[config.mk]
export PLATFORM = sky130hd
export DESIGN_NAME = dss_state_update
export DESIGN_NICKNAME = d
export VERILOG_FILES = /design/src/rtl/core/dss_pkg.sv /design/src/rtl/core/dss_state_update.sv
export SDC_FILE = /design/constraint.sdc
export NUM_CORES = 2
export LEC_CHECK = 0
export BUFFER_PORTS_ARGS = -buffer_cell sky130_fd_sc_hd__buf_4
export CAP_MARGIN = 10
export CORE_MARGIN = 8
export CORE_UTILIZATION = 50
export CTS_CLUSTER_DIAMETER = 100
export CTS_CLUSTER_SIZE = 20
export DETAILED_ROUTE_END_ITERATION = 7
export PLACE_DENSITY = 0.69
export SLEW_MARGIN = 20
export SYNTH_ARGS = -nofsm -noshare
export SYNTH_HDL_FRONTEND = slang
export SYNTH_SLANG_ARGS = --single-unit
export TNS_END_PERCENT = 30
[constraint.sdc]
create_clock -name clk -period 11.2 [get_ports clk]
set_input_delay 2.24 -clock clk [delete_from_list [all_inputs] [get_ports clk]]
set_output_delay 2.24 -clock clk [all_outputs]
set_load 0.03 [all_outputs]
[src/rtl/core/dss_pkg.sv]
`timescale 1ns / 1ps
// ----------------------------------------------------------------------------
// dss_pkg
// shared sizes, pipeline structs, decay table entries and saturation helpers
// ----------------------------------------------------------------------------
package dss_pkg;

  localparam int CHANNELS    = 1024;
  localparam int STATE_SLOTS = 16;
  localparam int STATE_DEPTH = CHANNELS * STATE_SLOTS;
  localparam int IDX_W       = $clog2(STATE_DEPTH);

  localparam int CH_W    = 10;
  localparam int SLOT_W  = 4;
  localparam int U_W     = 16;
  localparam int A_W     = 12;
  localparam int WGT_W   = 16;
  localparam int STATE_W = 32;
  localparam int SUM_W   = 48;
  localparam int Z_W     = 40;

  localparam int DECAY_W     = 16;
  localparam int DECAY_DEPTH = 2 ** A_W;
  localparam int DECAY_HALF  = DECAY_DEPTH / 2;
  localparam int A_FRAC      = 8;

  // q4.8 step and ln of the q0.16 scale, so the sigmoid needs no division
  localparam real A_STEP   = 1.0 / real'(2 ** A_FRAC);
  localparam real DECAY_LN = real'(DECAY_W) * $ln(2.0);

  typedef logic [DECAY_W-1:0] decay_table_t [DECAY_DEPTH];

  // per-request control that travels with the data down the pipeline
  typedef struct packed {
    logic            valid;
    logic            last;
    logic            ok;
    logic [CH_W-1:0] channel;
    logic [IDX_W-1:0] idx;
  } item_ctl_t;

  typedef struct packed {
    logic               en;
    logic [IDX_W-1:0]   addr;
    logic [STATE_W-1:0] data;
  } state_wr_t;

  // sigmoid in q0.16, entry index is a_raw in two's complement
  function automatic logic [DECAY_W-1:0] decay_entry(input int i);
    real x;
    real r;
    int  v;
    x = (i < DECAY_HALF) ? real'(i) : real'(i - DECAY_DEPTH);
    r = $exp(DECAY_LN - $ln(1.0 + $exp(-x * A_STEP)));
    v = $rtoi(r + 0.5);
    if (v > (2 ** DECAY_W) - 1) begin
      v = (2 ** DECAY_W) - 1;
    end
    return DECAY_W'(v);
  endfunction

  function automatic logic signed [STATE_W-1:0] sat_state(input logic signed [33:0] x);
    logic signed [STATE_W-1:0] r;
    if (!x[33] && (|x[32:31])) begin
      r = {1'b0, {(STATE_W-1){1'b1}}};
    end else if (x[33] && !(&x[32:31])) begin
      r = {1'b1, {(STATE_W-1){1'b0}}};
    end else begin
      r = x[STATE_W-1:0];
    end
    return r;
  endfunction

  function automatic logic signed [SUM_W-1:0] sat_sum(input logic signed [SUM_W:0] x);
    logic signed [SUM_W-1:0] r;
    if (x[SUM_W] != x[SUM_W-1]) begin
      r = x[SUM_W] ? {1'b1, {(SUM_W-1){1'b0}}} : {1'b0, {(SUM_W-1){1'b1}}};
    end else begin
      r = x[SUM_W-1:0];
    end
    return r;
  endfunction

  function automatic logic signed [Z_W-1:0] sat_z(input logic signed [SUM_W:0] x);
    logic signed [Z_W-1:0] r;
    if (!x[SUM_W] && (|x[SUM_W-1:Z_W-1])) begin
      r = {1'b0, {(Z_W-1){1'b1}}};
    end else if (x[SUM_W] && !(&x[SUM_W-1:Z_W-1])) begin
      r = {1'b1, {(Z_W-1){1'b0}}};
    end else begin
      r = x[Z_W-1:0];
    end
    return r;
  endfunction

endpackage

[src/rtl/core/dss_state_update.sv]
`timescale 1ns / 1ps
// ----------------------------------------------------------------------------
// dss_state_update
// decay and input products, saturated new state and its write back
// ----------------------------------------------------------------------------
module dss_state_update (
  input  logic                               clk,
  input  logic                               rst,
  input  logic                               adv,
  input  dss_pkg::item_ctl_t                 p1_ctl,
  input  logic [dss_pkg::STATE_W-1:0]        old_raw,
  input  logic [dss_pkg::DECAY_W-1:0]        decay,
  input  logic signed [dss_pkg::U_W-1:0]     p1_u,
  input  logic signed [dss_pkg::WGT_W-1:0]   p1_b,
  input  logic signed [dss_pkg::WGT_W-1:0]   p1_c,
  input  logic signed [dss_pkg::WGT_W-1:0]   p1_d,
  output dss_pkg::item_ctl_t                 p2_ctl,
  output logic signed [dss_pkg::STATE_W-1:0] p2_ns,
  output logic signed [dss_pkg::U_W-1:0]     p2_u,
  output logic signed [dss_pkg::WGT_W-1:0]   p2_c,
  output logic signed [dss_pkg::WGT_W-1:0]   p2_d,
  output dss_pkg::state_wr_t                 state_wr
);
  import dss_pkg::*;

  logic signed [STATE_W-1:0]   old_state;
  logic signed [DECAY_W+STATE_W:0] prod_a;
  logic signed [31:0]          prod_bu;
  logic signed [DECAY_W+STATE_W:0] p2_prod_a;
  logic signed [31:0]          p2_prod_bu;
  logic signed [32:0]          a_shift;
  logic signed [33:0]          ns_wide;

  // out-of-range elements start from zero
  assign old_state = p1_ctl.ok ? $signed(old_raw) : '0;
  assign prod_a    = $signed({1'b0, decay}) * old_state;
  assign prod_bu   = p1_b * p1_u;

  always_ff @(posedge clk) begin
    if (rst) begin
      p2_ctl.valid <= 1'b0;
    end else if (adv) begin
      p2_ctl.valid <= p1_ctl.valid;
    end
    if (adv) begin
      p2_ctl.last    <= p1_ctl.last;
      p2_ctl.ok      <= p1_ctl.ok;
      p2_ctl.channel <= p1_ctl.channel;
      p2_ctl.idx     <= p1_ctl.idx;
      p2_prod_a      <= prod_a;
      p2_prod_bu     <= prod_bu;
      p2_u           <= p1_u;
      p2_c           <= p1_c;
      p2_d           <= p1_d;
    end
  end

  // floor shift by 16 then add the input term
  assign a_shift = p2_prod_a[DECAY_W+STATE_W:16];
  assign ns_wide = $signed({a_shift[32], a_shift}) + $signed({{2{p2_prod_bu[31]}}, p2_prod_bu});
  assign p2_ns   = sat_state(ns_wide);

  assign state_wr.en   = adv && p2_ctl.valid && p2_ctl.ok;
  assign state_wr.addr = p2_ctl.idx;
  assign state_wr.data = p2_ns;

endmodule

=== After elaboration in Yosys (flattened, before gate mapping) ===
Index checks and enable logic that the tools add are counted.

* Flip-flop bits (word level): 156
* Output and inout bits: 154
* Word-level logic and storage cells: 24
* Bits of input ports: 142

* Multiplexer cells: 3
* $add $sub $neg: 1
* Reductions and logical operators: 8
* Multiply operators: 2

{| class="wikitable"
|+ Operators with widths
! operator !! count
|-
| $mux W32 || 3
|-
| $mul A17 B32 Y49 || 1
|-
| $add A33 B32 Y34 || 1
|-
| $mul A16 B16 Y32 || 1
|-
| $logic_and A1 B1 Y1 || 4
|-
| $logic_not A1 Y1 || 2
|-
| $reduce_and A2 Y1 || 1
|-
| $reduce_or A2 Y1 || 1
|}

=== Logic depth before layout (Yosys ltp) ===
* Depth after elaboration: 6
* Gate-level depth with buffers: 25

=== Least setup slack after synthesis ===
OpenSTA, ideal clock, no wires.

* Path kind: input port to flip-flop
* From: input port p1_ctl[24] (netlist bit)
* To: register p2_prod_a[47] (data pin)
* Data required time: 11.005 ns
* Buffers on the path: 2
* Library setup time: 0.195 ns
* Stages on the path: 23
* Setup slack: 2.701 ns
* Data arrival time: 8.304 ns
* Cells stage by stage: clkbuf_1 > and2_1 > clkbuf_1 > nand2_1 > fa_1 > fa_1 > fa_1 > inv_1 > fa_1 > fa_1 > inv_1 > fa_1 > inv_1 > ha_1 > nand4_1 > a2111oi_0 > o31ai_1 > o2111a_1 > or2_2 > o31ai_1 > a31oi_1 > a211o_1 > o311ai_0

* Word-level cells in the longest chain between the ends: 2

{| class="wikitable"
|+ RTL lines
! item !! RTL line !! source
|-
| from (decl) || dss_state_update.sv:10 || <nowiki>input dss_pkg::item_ctl_t p1_ctl,</nowiki>
|-
| $mux W32 || dss_state_update.sv:35 || <nowiki>assign old_state = p1_ctl.ok ? $signed(old_raw) : '0;</nowiki>
|-
| $mul A17 B32 Y49 || dss_state_update.sv:36 || <nowiki>assign prod_a = $signed({1'b0, decay}) * old_state;</nowiki>
|-
| named net prod_a[47] || dss_state_update.sv:27 || <nowiki>logic signed [DECAY_W+STATE_W:0] prod_a;</nowiki>
|-
| to (signal assigned) || dss_state_update.sv:50 || <nowiki>p2_prod_a <= prod_a;</nowiki>
|-
| to (decl) || dss_state_update.sv:29 || <nowiki>logic signed [DECAY_W+STATE_W:0] p2_prod_a;</nowiki>
|}

The timed path passes the listed nets, and every way through them passes these cells.
A chain may end at the register's enable or synchronous reset.

=== Worst setup path in the final report ===
Same ends and word-level chain as after synthesis.

==> flow_summary_export.csv <==
group,metric,value,unit
synth,synth_area,34160,sq um
synth,synth.top_cell.area_share,43.95,%
clock_tree,cts-root-buf,"clkbuf_16",
clock_tree,numCtsBuffers,17,
sta,setup_ws,1.672,ns
synth,synth_nets,4661,
sta,report.final.slew_viol_count,0,
global_routing,antenna_found_initial,2,
clock_tree,cts_hold_buf,0,
drt,antenna_left,0,
drt,drcViolationCount,0,
synth,yosysMostFrequentCell,"inv_1",
status,status,"completed",
floorplan,initial_utilization,50.16,%
synth,seq_area_frac_synth,12.28,%
synth,netlist_instances,3539,
clock_tree,cts_resized,0,
floorplan,num_io_pins,296,
worst_setup_path,end_kind,"register",
global_routing,overflow,0,
placement,port-buffer-count,295,
sta,relSlewSlack,28.41,%
cells_and_area,nets,4782,
synth,yosys-top-cells-count,"inv_1 (844), fa_1 (750), nand2_1 (462)",
floorplan,die_h,277.4,microns
sta,grt_setup_unrepaired,"false",
floorplan,core,68110,sq um
clock_tree,clk_latency,0.44,ns
sta,worst_pin_slew,1.074,ns
synth,syn_avg_cell_area,9.654,sq um
global_routing,grt_pass1_vias,26427,
drt,first_pass_iters,5,
cells_and_area,fin_area,37190,sq um
sta,fin_setup_tns,0,ns
worst_setup_path,crit_arrival,9.74,ns
synth,synthDistinctLibCells,85,
sta,hold_violations,0,
worst_setup_path,crit_fanout,118,
drt,wl_per_cell,18.37,microns
synth,synth_flop_cell,"edfxtp_1",
drt,drtIter0Drc,1585,
worst_setup_path,worst-setup-path-type,"in2reg",
worst_setup_path,required,11.42,ns
clock_tree,h-tree-depth,4,
synth,synth_edf_count,139,
clock_tree,cts_num_sinks,140,
global_routing,globalRouteTotalUtil,22.31,%
cells_and_area,fillerInstances,6085,
sta,max_freq,0.1050,GHz
global_routing,grt_max_degree,119,
drt,vias,24586,
worst_setup_path,start_kind,"input pin",
synth,synthTopCellsByArea,"fa_1 (44%), edfxtp_1 (12%), inv_1 (9.3%)",
global_routing,grt_pass1_wl,137700,microns
cells_and_area,area.sequential,4194,sq um
sta,hold_ws,0.5294,ns
min_path,min_path_type,"reg2reg",
placement,dpl.hpwl,68310,microns
cells_and_area,drive_gt1_share,10.70,%
synth,synth-seq-cells,140,
sta,finClkSkew,0,ns
clock_tree,cts.path.max_buffers,2,
sta,setup_violations,0,
floorplan,rows,96,
floorplan,die-area,76950,sq um
placement,dpl_worst_slack,1.293,ns
synth,ys.warnings.count,0,
clock_tree,cts_tree,"done",
clock_tree,path_clk_slew,0.07,ns
placement,place_area,36600,sq um
floorplan,die_width,277.4,microns
sta,fin_crit_sh,85.07,%
cells_and_area,multi_input_area,25850,sq um
drt,routed_wl,83690,microns
synth,yosys.area.top_type,"fa_1",
placement,gp_congestion,0.8905,
synth,async_reset_ff_share,0,%
clock_tree,cts_setup_buffers,0,
drt,vias_per_cell,5.395,
job,cap_viol_max_count,0,
sta,period_needed,9.528,ns
cells_and_area,syn_to_final_growth,8.867,%
worst paths after layout:
kind	from	endpoint	slack, ns	depth (start not counted)
worst max-delay path	p1_ctl[24]	p2_prod_a[47]$_DFFE_PP_	1.67	22
worst min-delay path	p2_ctl[26]$_SDFFE_PP0P_	p2_ctl[26]$_SDFFE_PP0P_	0.53	2
worst max register to register	p2_ctl[26]$_SDFFE_PP0P_	p2_ctl[26]$_SDFFE_PP0P_	10.60	2
worst min register to register	p2_ctl[26]$_SDFFE_PP0P_	p2_ctl[26]$_SDFFE_PP0P_	0.53	2
cell type report:
class	instances	area share (%)
inverter	845	8.528
clock buffer	18	1.154
antenna	2	0.01346
multi-input combinational	2354	69.50
tap	882	2.967
timing repair buffer	302	6.139
sequential	140	11.28
clock inverter	14	0.4239
state kept, by name (all words and copies together), names as in the netlist:
register    count
p2_c           16
p2_u           16
p2_d           16
p2_ctl         27
p2_prod_a      33
p2_prod_bu     32
cells by family after synthesis:
| family | synth area share [%] |
|---|---|
| fa+ha+maj | 52.37 |
| simple gates | 14.39 |
| xor+xnor | 2.615 |
| mux | 0.02930 |
| flops | 12.28 |
| compound gates | 6.186 |
| buf+inv | 12.13 |
worst max-delay path, cell delays in order:
cell	delay (ns)
buf_4	0.66
and2_0	0.70
nand2_1	0.28
fa_1	0.76
fa_1	0.43
inv_1	0.35
fa_1	0.52
fa_1	0.50
fa_1	0.49
inv_1	0.05
fa_1	0.47
inv_1	0.04
ha_1	0.31
a21o_1	0.21
a21o_1	0.17
a21o_1	0.18
a21o_1	0.17
a21oi_1	0.13
nor2_1	0.06
a211oi_1	0.38
nand2_1	0.15
o311ai_0	0.37
cells in the final DEF, fill, tap and decap left out, types with 3 or more instances in the layout:
cell        instances
a2111oi_0           3
a211oi_1           14
a21boi_0            3
a21o_1             33
a21oi_1            80
a221oi_1            3
a31oi_1             4
and2_1            138
and3_1            238
buf_4             300
clkbuf_16          17
clkinv_4            3
clkinvlp_4          3
edfxtp_1          139
fa_1              750
ha_1              230
inv_1             844
inv_8               4
nand2_1           462
nand2b_1           17
nand3_1            23
nand3b_1            3
nand4_1            10
nor2_1             49
nor2b_1             7
nor3_1              9
o2111ai_1           3
o211ai_1            5
o21a_1             11
o21ai_0            41
o21bai_1            9
o22ai_2            30
o31a_1              4
o31ai_1             3
or2_2               7
or3_1              10
xnor2_1            70
xor2_1             32
metal layers:
layer | track usage, % | wire length, microns
met5 | 0 | 0
met4 | 10.28 | 4181
met2 | 39.04 | 42870
met3 | 2.462 | 4300
met1 | 27.62 | 32340
per-stage QoR:
step | instances | utilization (%)
floorplan | 3539 | -
global placement | 4523 | 53.74
detailed placement | 4523 | 53.74
CTS | 4555 | 54.60
global route | 4556 | 54.61
finish | 4557 | 54.61
Power is left out: the tool's default activity adds up to more than one toggle a clock period on the data nets, which glitch-free logic cannot reach.
