### config.mk
export PLATFORM = sky130hd
export DESIGN_NAME = dss_accum
export DESIGN_NICKNAME = d
export VERILOG_FILES = /design/src/rtl/core/dss_pkg.sv /design/src/rtl/core/dss_accum.sv
export SDC_FILE = /design/constraint.sdc
export NUM_CORES = 2
export LEC_CHECK = 0
export ABC_AREA = 1
export BUFFER_PORTS_ARGS = -buffer_cell sky130_fd_sc_hd__buf_2
export CAP_MARGIN = 20
export CORE_MARGIN = 4
export CORE_UTILIZATION = 30
export CTS_BUF_LIST = sky130_fd_sc_hd__clkbuf_4
export DETAILED_ROUTE_END_ITERATION = 12
export PLACE_DENSITY = 0.53
export SYNTH_ARGS = -nofsm -noshare
export SYNTH_HDL_FRONTEND = slang
export SYNTH_SLANG_ARGS = --single-unit
### constraint.sdc
create_clock -name clk -period 9.2 [get_ports clk]
set_input_delay 0 -clock clk [delete_from_list [all_inputs] [get_ports clk]]
set_output_delay 0 -clock clk [all_outputs]
set_load 0.1 [all_outputs]
### src/rtl/core/dss_pkg.sv
`timescale 1ns / 1ps
// ----------------------------------------------------------------------------
// dss_pkg
// shared sizes, pipeline structs, decay table entries and saturation helpers
// ----------------------------------------------------------------------------
package dss_pkg;

  localparam int CHANNELS    = 1024;
  localparam int STATE_SLOTS = 16;
  localparam int STATE_DEPTH = CHANNELS * STATE_SLOTS;
  localparam int IDX_W       = $clog2(STATE_DEPTH);

  localparam int CH_W    = 10;
  localparam int SLOT_W  = 4;
  localparam int U_W     = 16;
  localparam int A_W     = 12;
  localparam int WGT_W   = 16;
  localparam int STATE_W = 32;
  localparam int SUM_W   = 48;
  localparam int Z_W     = 40;

  localparam int DECAY_W     = 16;
  localparam int DECAY_DEPTH = 2 ** A_W;
  localparam int DECAY_HALF  = DECAY_DEPTH / 2;
  localparam int A_FRAC      = 8;

  // q4.8 step and ln of the q0.16 scale, so the sigmoid needs no division
  localparam real A_STEP   = 1.0 / real'(2 ** A_FRAC);
  localparam real DECAY_LN = real'(DECAY_W) * $ln(2.0);

  typedef logic [DECAY_W-1:0] decay_table_t [DECAY_DEPTH];

  // per-request control that travels with the data down the pipeline
  typedef struct packed {
    logic            valid;
    logic            last;
    logic            ok;
    logic [CH_W-1:0] channel;
    logic [IDX_W-1:0] idx;
  } item_ctl_t;

  typedef struct packed {
    logic               en;
    logic [IDX_W-1:0]   addr;
    logic [STATE_W-1:0] data;
  } state_wr_t;

  // sigmoid in q0.16, entry index is a_raw in two's complement
  function automatic logic [DECAY_W-1:0] decay_entry(input int i);
    real x;
    real r;
    int  v;
    x = (i < DECAY_HALF) ? real'(i) : real'(i - DECAY_DEPTH);
    r = $exp(DECAY_LN - $ln(1.0 + $exp(-x * A_STEP)));
    v = $rtoi(r + 0.5);
    if (v > (2 ** DECAY_W) - 1) begin
      v = (2 ** DECAY_W) - 1;
    end
    return DECAY_W'(v);
  endfunction

  function automatic logic signed [STATE_W-1:0] sat_state(input logic signed [33:0] x);
    logic signed [STATE_W-1:0] r;
    if (!x[33] && (|x[32:31])) begin
      r = {1'b0, {(STATE_W-1){1'b1}}};
    end else if (x[33] && !(&x[32:31])) begin
      r = {1'b1, {(STATE_W-1){1'b0}}};
    end else begin
      r = x[STATE_W-1:0];
    end
    return r;
  endfunction

  function automatic logic signed [SUM_W-1:0] sat_sum(input logic signed [SUM_W:0] x);
    logic signed [SUM_W-1:0] r;
    if (x[SUM_W] != x[SUM_W-1]) begin
      r = x[SUM_W] ? {1'b1, {(SUM_W-1){1'b0}}} : {1'b0, {(SUM_W-1){1'b1}}};
    end else begin
      r = x[SUM_W-1:0];
    end
    return r;
  endfunction

  function automatic logic signed [Z_W-1:0] sat_z(input logic signed [SUM_W:0] x);
    logic signed [Z_W-1:0] r;
    if (!x[SUM_W] && (|x[SUM_W-1:Z_W-1])) begin
      r = {1'b0, {(Z_W-1){1'b1}}};
    end else if (x[SUM_W] && !(&x[SUM_W-1:Z_W-1])) begin
      r = {1'b1, {(Z_W-1){1'b0}}};
    end else begin
      r = x[Z_W-1:0];
    end
    return r;
  endfunction

endpackage

### src/rtl/core/dss_accum.sv
`timescale 1ns / 1ps
// ----------------------------------------------------------------------------
// dss_accum
// output products, running sum, skip term and output register
// ----------------------------------------------------------------------------
module dss_accum (
  input  logic                               clk,
  input  logic                               rst,
  input  dss_pkg::item_ctl_t                 p2_ctl,
  input  logic signed [dss_pkg::STATE_W-1:0] p2_ns,
  input  logic signed [dss_pkg::U_W-1:0]     p2_u,
  input  logic signed [dss_pkg::WGT_W-1:0]   p2_c,
  input  logic signed [dss_pkg::WGT_W-1:0]   p2_d,
  output logic                               adv,
  output logic                               out_valid,
  input  logic                               out_ready,
  output logic [dss_pkg::CH_W-1:0]           out_channel,
  output logic signed [dss_pkg::Z_W-1:0]     z_value
);
  import dss_pkg::*;

  item_ctl_t                   p3_ctl;
  logic signed [STATE_W-1:0]   p3_ns;
  logic signed [U_W-1:0]       p3_u;
  logic signed [WGT_W-1:0]     p3_c;
  logic signed [WGT_W-1:0]     p3_d;

  item_ctl_t                   p4_ctl;
  logic signed [47:0]          p4_prod_c;
  logic signed [31:0]          p4_prod_du;

  item_ctl_t                   p5_ctl;
  logic signed [SUM_W-1:0]     p5_sum;
  logic signed [31:0]          p5_prod_du;

  logic signed [SUM_W-1:0]     sum_acc;
  logic signed [SUM_W-1:0]     sum_next;
  logic signed [35:0]          c_shift;
  logic signed [SUM_W:0]       z_wide;

  assign adv = !out_valid || out_ready;

  always_ff @(posedge clk) begin
    if (rst) begin
      p3_ctl.valid <= 1'b0;
      p4_ctl.valid <= 1'b0;
      p5_ctl.valid <= 1'b0;
    end else if (adv) begin
      p3_ctl.valid <= p2_ctl.valid;
      p4_ctl.valid <= p3_ctl.valid;
      p5_ctl.valid <= p4_ctl.valid;
    end
    if (adv) begin
      p3_ctl.last    <= p2_ctl.last;
      p3_ctl.ok      <= p2_ctl.ok;
      p3_ctl.channel <= p2_ctl.channel;
      p3_ctl.idx     <= p2_ctl.idx;
      p3_ns          <= p2_ns;
      p3_u           <= p2_u;
      p3_c           <= p2_c;
      p3_d           <= p2_d;
      p4_ctl.last    <= p3_ctl.last;
      p4_ctl.ok      <= p3_ctl.ok;
      p4_ctl.channel <= p3_ctl.channel;
      p4_ctl.idx     <= p3_ctl.idx;
      p4_prod_c      <= p3_c * p3_ns;
      p4_prod_du     <= p3_d * p3_u;
      p5_ctl.last    <= p4_ctl.last;
      p5_ctl.ok      <= p4_ctl.ok;
      p5_ctl.channel <= p4_ctl.channel;
      p5_ctl.idx     <= p4_ctl.idx;
      p5_sum         <= sum_next;
      p5_prod_du     <= p4_prod_du;
    end
  end

  // floor shift by 12 into the sum format
  assign c_shift  = p4_prod_c[47:12];
  assign sum_next = sat_sum($signed({sum_acc[SUM_W-1], sum_acc})
                          + $signed({{(SUM_W-35){c_shift[35]}}, c_shift}));

  always_ff @(posedge clk) begin
    if (rst) begin
      sum_acc <= '0;
    end else if (adv && p4_ctl.valid) begin
      sum_acc <= p4_ctl.last ? '0 : sum_next;
    end
  end

  assign z_wide = $signed({p5_sum[SUM_W-1], p5_sum})
                + $signed({{(SUM_W-31){p5_prod_du[31]}}, p5_prod_du});

  always_ff @(posedge clk) begin
    if (rst) begin
      out_valid <= 1'b0;
    end else if (adv) begin
      out_valid <= p5_ctl.valid && p5_ctl.last;
    end
    if (adv) begin
      out_channel <= p5_ctl.channel;
      z_value     <= sat_z(z_wide);
    end
  end

  // a result only ever comes from an item marked last
  a_out_from_last: assert property (@(posedge clk) disable iff (rst)
    $rose(out_valid) |-> $past(p5_ctl.valid) && $past(p5_ctl.last))
    else $error("result without a last item");

  // the sum restarts after every last item
  a_sum_cleared: assert property (@(posedge clk) disable iff (rst)
    (adv && p4_ctl.valid && p4_ctl.last) |=> (sum_acc == '0))
    else $error("sum not cleared after last item");

endmodule

* Word level (Yosys, flattened, before mapping)
Index checks and enable logic that the tools add are counted.
** Word-level totals
- Output and inout port bits :: 52
- Register bits :: 375
- Logic and storage cells :: 40
- Input bits :: 110
** Operators by class
- Add/sub/neg operators :: 2
- $mul :: 2
- Multiplexer cells :: 4
- Eq/ne operators :: 1
- Reduce and logical (&&, ||, !) cells :: 10
** Operators by type and width (count)
- two-way mux 48 bit :: 3
- adder 48 x 32 -> 49 bit :: 1
- adder 48 x 36 -> 49 bit :: 1
- multiplier 16 x 32 -> 48 bit :: 1
- two-way mux 40 bit :: 1
- multiplier 16 x 16 -> 32 bit :: 1
- AND reduction 9 bit :: 1
- OR reduction 9 bit :: 1
- logical AND 1 bit :: 4
- logical NOT 1 bit :: 3
- logical OR 1 bit :: 1
- != test 1 bit :: 1

* Logic depth before layout (Yosys ltp)
- Depth after elaboration :: 5
- Depth in mapped cells :: 28
- Gate-level depth less buffers :: 26

* Worst setup path before layout
No wires, ideal clock.
- Path type :: reg-to-reg
- Start point :: register out_valid
- End point :: register sum_acc[41]
- Stages on the path, launching flop included :: 10
- Arrival time :: 9.316 ns
- Path slack :: -0.187 ns
- Setup time :: 0.070 ns
- Data required time :: 9.130 ns
- Path buffers :: 2
- Clock period less this slack :: 9.387 ns
- Cells stage by stage :: dfxtp_1 -> inv_1 -> nor2_1 -> inv_1 -> nand2_1 -> nor2_1 -> buf_2 -> buf_2 -> nand2_1 -> a21oi_1
** On the way
- Word-level cells in the longest chain between the ends :: 3
** RTL lines
- start, declared :: RTL line dss_accum.sv:15 : output logic out_valid,
- start signal, assigned :: RTL line dss_accum.sv:97 : out_valid <= p5_ctl.valid && p5_ctl.last;
- logical NOT 1 bit :: RTL line dss_accum.sv:41 : assign adv = !out_valid || out_ready;
- logical OR 1 bit :: RTL line dss_accum.sv:41
- net adv :: RTL line dss_accum.sv:14 : output logic adv,
- logical AND 1 bit :: RTL line dss_accum.sv:85 : end else if (adv && p4_ctl.valid) begin
- end signal, assigned :: RTL line dss_accum.sv:86 : sum_acc <= p4_ctl.last ? '0 : sum_next;
- end, declared :: RTL line dss_accum.sv:36 : logic signed [SUM_W-1:0] sum_acc;
The timed path passes the listed nets, and every way through them passes these cells.
A chain may end at the register's enable or synchronous reset.

* Worst setup path in the final report
- Start point :: register p3_ns[18]
- End point :: register p4_prod_c[32] (data pin)
** On the way
- Word-level cells in the longest chain between the ends :: 1
** RTL lines
- start, declared :: RTL line dss_accum.sv:23 : logic signed [STATE_W-1:0] p3_ns;
- start signal, assigned :: RTL line dss_accum.sv:58 : p3_ns <= p2_ns;
- multiplier 16 x 32 -> 48 bit :: RTL line dss_accum.sv:66 : p4_prod_c <= p3_c * p3_ns;
- end signal, assigned :: RTL line dss_accum.sv:66
- end, declared :: RTL line dss_accum.sv:29 : logic signed [47:0] p4_prod_c;
Every way passes these cells.

==> impl_metrics.yaml <==
place:
  gp_congestion: 0.916
  portBuffers: 146
  placed_area_um2: 50900
  dp_hpwl_um: 106000
  placed_cells: 7970
  preCtsSetupSlack_ns: 2.41
clocking:
  cts.sinks: 363
  cts_max_level: 3
  clock_latency_ns: 1.10
  cts-buffers-inserted: 101
  postCtsSetupBuffers: 0
  cts_tree: "done"
  cts_hold_buf: 215
  clkTransAtPathRegs_ns: 0.07
  cts_resized: 0
  cts_max_path_buffers: 3
  cts_root_buf: "clkbuf_4"
critical_path:
  path_class: "register to register"
  critPathMostFrequentCell: "fa_1"
  reg2reg_to: "p4_prod_c[32]$_DFFE_PN_"
  arrival_ns: 7.44
  cp_max_fo: 16
  r2r_start: "p3_ns[18]$_DFFE_PN_"
  cp_slowest_cell: "edfxtp_1"
  cp-endpoint: "p4_prod_c[32]$_DFFE_PN_"
  worstPathCellList: "nand2_1 > fa_1 > fa_1 > inv_1 > fa_1 > fa_1 > fa_1 > inv_1 > fa_1 > inv_1 > ha_1 > a21oi_1 > inv_1 > nor2_1 > a21boi_0 > nand2_1 > a21oi_1 > o21ai_0 > nand2_1 > nand2_1 > xor2_1"
  cp-start-kind: "register"
  crit_start: "p3_ns[18]$_DFFE_PN_"
  ff2ff_setup_slack_ns: 2.44
  r2r_cells: 21
  cp-end-kind: "register"
  cpPeakStageDelay_ns: 0.99
  worst-endpoint-required_ns: 9.88
route:
  drt_wl_total_um: 134000
  drc_errors: 0
  drtIter0Drc: 2112
  vias: 37579
  first_pass_iters: 6
  wl_per_cell_um: 16.0
  drt-vias-per-instance: 4.49
  antenna_left: 0
timing:
  setup_tns_ns: 0
  rsz0062_at_grt: "no"
  fin_crit_sh_pct: 73.5
  skew_ns: 0.169
  setup_slack_ns: 2.44
  fin_crit_ns: 6.76
  final-hold-violation-count: 0
  worst_slew_pin_slew_ns: 0.982
  setup-violations-final: 0
  drv_slew: 0
  fmaxAchievable_mhz: 148
  relSlewSlack_pct: 34.5
logic_synthesis:
  yosysWarnings: 0
  yosysTopAreaCell: "fa_1"
  synth_common_cells: "1676 x nand2_1, 1526 x inv_1, 749 x fa_1"
  ys_ff_latch: 363
  async_flop_share_pct: 0
  syn-cell-area_um2: 48100
  synth_nets: 7060
  syn_inst: 5912
  avgSynthCellArea_um2: 8.13
  ys.flop_type: "edfxtp_1"
  synth.most_common_cell: "nand2_1"
  synth.distinct_cells: 44
  synth-edff-count: 311
  netlist.area_leader.share_pct: 31.2
  ys_seq_area_share_pct: 21.6
  synthTopCellsByArea: "fa_1 31%, edfxtp_1 19%, nand2_1 13%"
finish:
  layout-drive-gt1-share_pct: 7.08
  final_area_um2: 54400
  nets: 7364
  final_cells: 8372
  syn_to_final_growth_pct: 13.1
global_routing:
  grt_max_degree: 167
  grt_usage_pct: 16.3
  grt_pass1_vias: 39572
  grt_overflow: 0
  antenna_found_initial: 3
  grt_first_pass_wirelength_um: 216000
min_path:
  min_path_type: "input pin to register"
floorplan:
  start_util_pct: 30.3
  die_area_um2: 167000
  core_region_area_um2: 159000
  rows: 146
  die_w_um: 408
  pin_count: 162
  die_h_um: 408
flow_run:
  drv_cap: 0
outcome:
  status: "completed"
-- worst min-delay path by stage --
stage	start	endpoint	slack, ns	depth (start not counted)
finish	p2_d[2]	p3_d[2]$_DFFE_PN_	0.21	3
global route	p2_u[11]	p3_u[11]$_DFFE_PN_	0.10	3
detailed placement	p2_d[13]	p3_d[13]$_DFFE_PN_	0.18	1
floorplan	p2_c[0]	p3_c[0]$_DFFE_PN_	0.1	0
CTS	p2_u[3]	p3_u[3]$_DFFE_PN_	0.02	3
global placement	p2_u[1]	p3_u[1]$_DFFE_PN_	0.18	1
-- worst max-delay path: cells and delay by family, from the launching register on --
family	cells	cell delay, ns
buffers and inverters	4	0.22
adders and majority gates	7	3.42
and+or+nand+nor	5	0.50
AOI/OAI and AO/OA	4	1.04
DFF	1	0.99
xor gates and xnor gates	1	0.16
-- cell type report --
| type | count | area [um2] |
|---|---|---|
| Sequential cell | 363 | 10400 |
| Antenna cell | 5 | 12.5 |
| Clock inverter | 40 | 254 |
| Inverter | 1535 | 5770 |
| Timing Repair Buffer | 391 | 3140 |
| Fill cell | 16785 | 105000 |
| Clock buffer | 142 | 1070 |
| Tap cell | 2072 | 2590 |
| Multi-Input combinational cell | 3824 | 31200 |
-- metal layers --
layer | up-vias | share of wire [%] | track usage (%)
met2 | 861 | 48 | 27.8
met4 | 2 | 2.6 | 5.07
met3 | 181 | 4.9 | 2.14
met1 | 18412 | 44 | 21.5
li1 | 18123 | - | -
met5 | - | 0.0097 | 0
-- sequential cells by signal (all words and copies together) (netlist names) --
name / flops
z_value: 40
sum_acc: 48
p4_ctl: 12
out_channel: 10
p3_d: 16
out_valid: 1
p3_ctl: 12
p4_prod_c: 36
p3_c: 16
p5_ctl: 12
p3_ns: 32
p4_prod_du: 32
p5_prod_du: 32
p3_u: 16
p5_sum: 48
-- cell families (layout without fill, tap and decap cells) --
logic type	count (synthesis)	in the layout	share of synthesized area, %
flip-flops	363	363	21.6
AO/OA/AOI/OAI	447	447	5.22
buffers and inverters	1725	2108	13.6
AND/OR/NAND/NOR	2190	2190	18.1
adder cells (fa/ha/maj)	1038	1038	38.7
other	0	5	0
XOR/XNOR	149	149	2.71
-- cells in the final DEF, fill, tap and decap left out, drive strengths merged --
master,netlist,routed
o21a,15,15
a21o,5,5
dlygate4sd3,0,215
nand4,37,37
o21bai,35,35
xnor2,70,70
a221oi,2,2
nor3,33,33
nor3b,1,1
and2,1,1
diode,0,5
nor4,4,4
nand3b,2,2
clkinvlp,0,1
edfxtp,311,311
a21oi,260,260
dfxtp,52,52
a31oi,11,11
inv,1535,1538
a21boi,5,5
o211ai,5,5
or2,18,18
ha,289,289
buf,24,176
clkinv,0,35
nand2,1716,1716
o21ai,104,104
a211oi,3,3
and3,2,2
bufinv,0,1
and3b,1,1
fa,749,749
xor2,79,79
o31ai,2,2
nor2,283,283
clkbuf,166,142
nand3,92,92
-- through the flow --
stage               hold WS, ns  utilization, %
floorplan                0.0989               -
global placement          0.176            32.0
detailed placement        0.178            32.0
CTS                      0.0185            34.2
global route              0.103            34.2
finish                    0.205            34.2
Power is left out: the tool's default activity adds up to more than one toggle a clock period on the data nets, which glitch-free logic cannot reach.
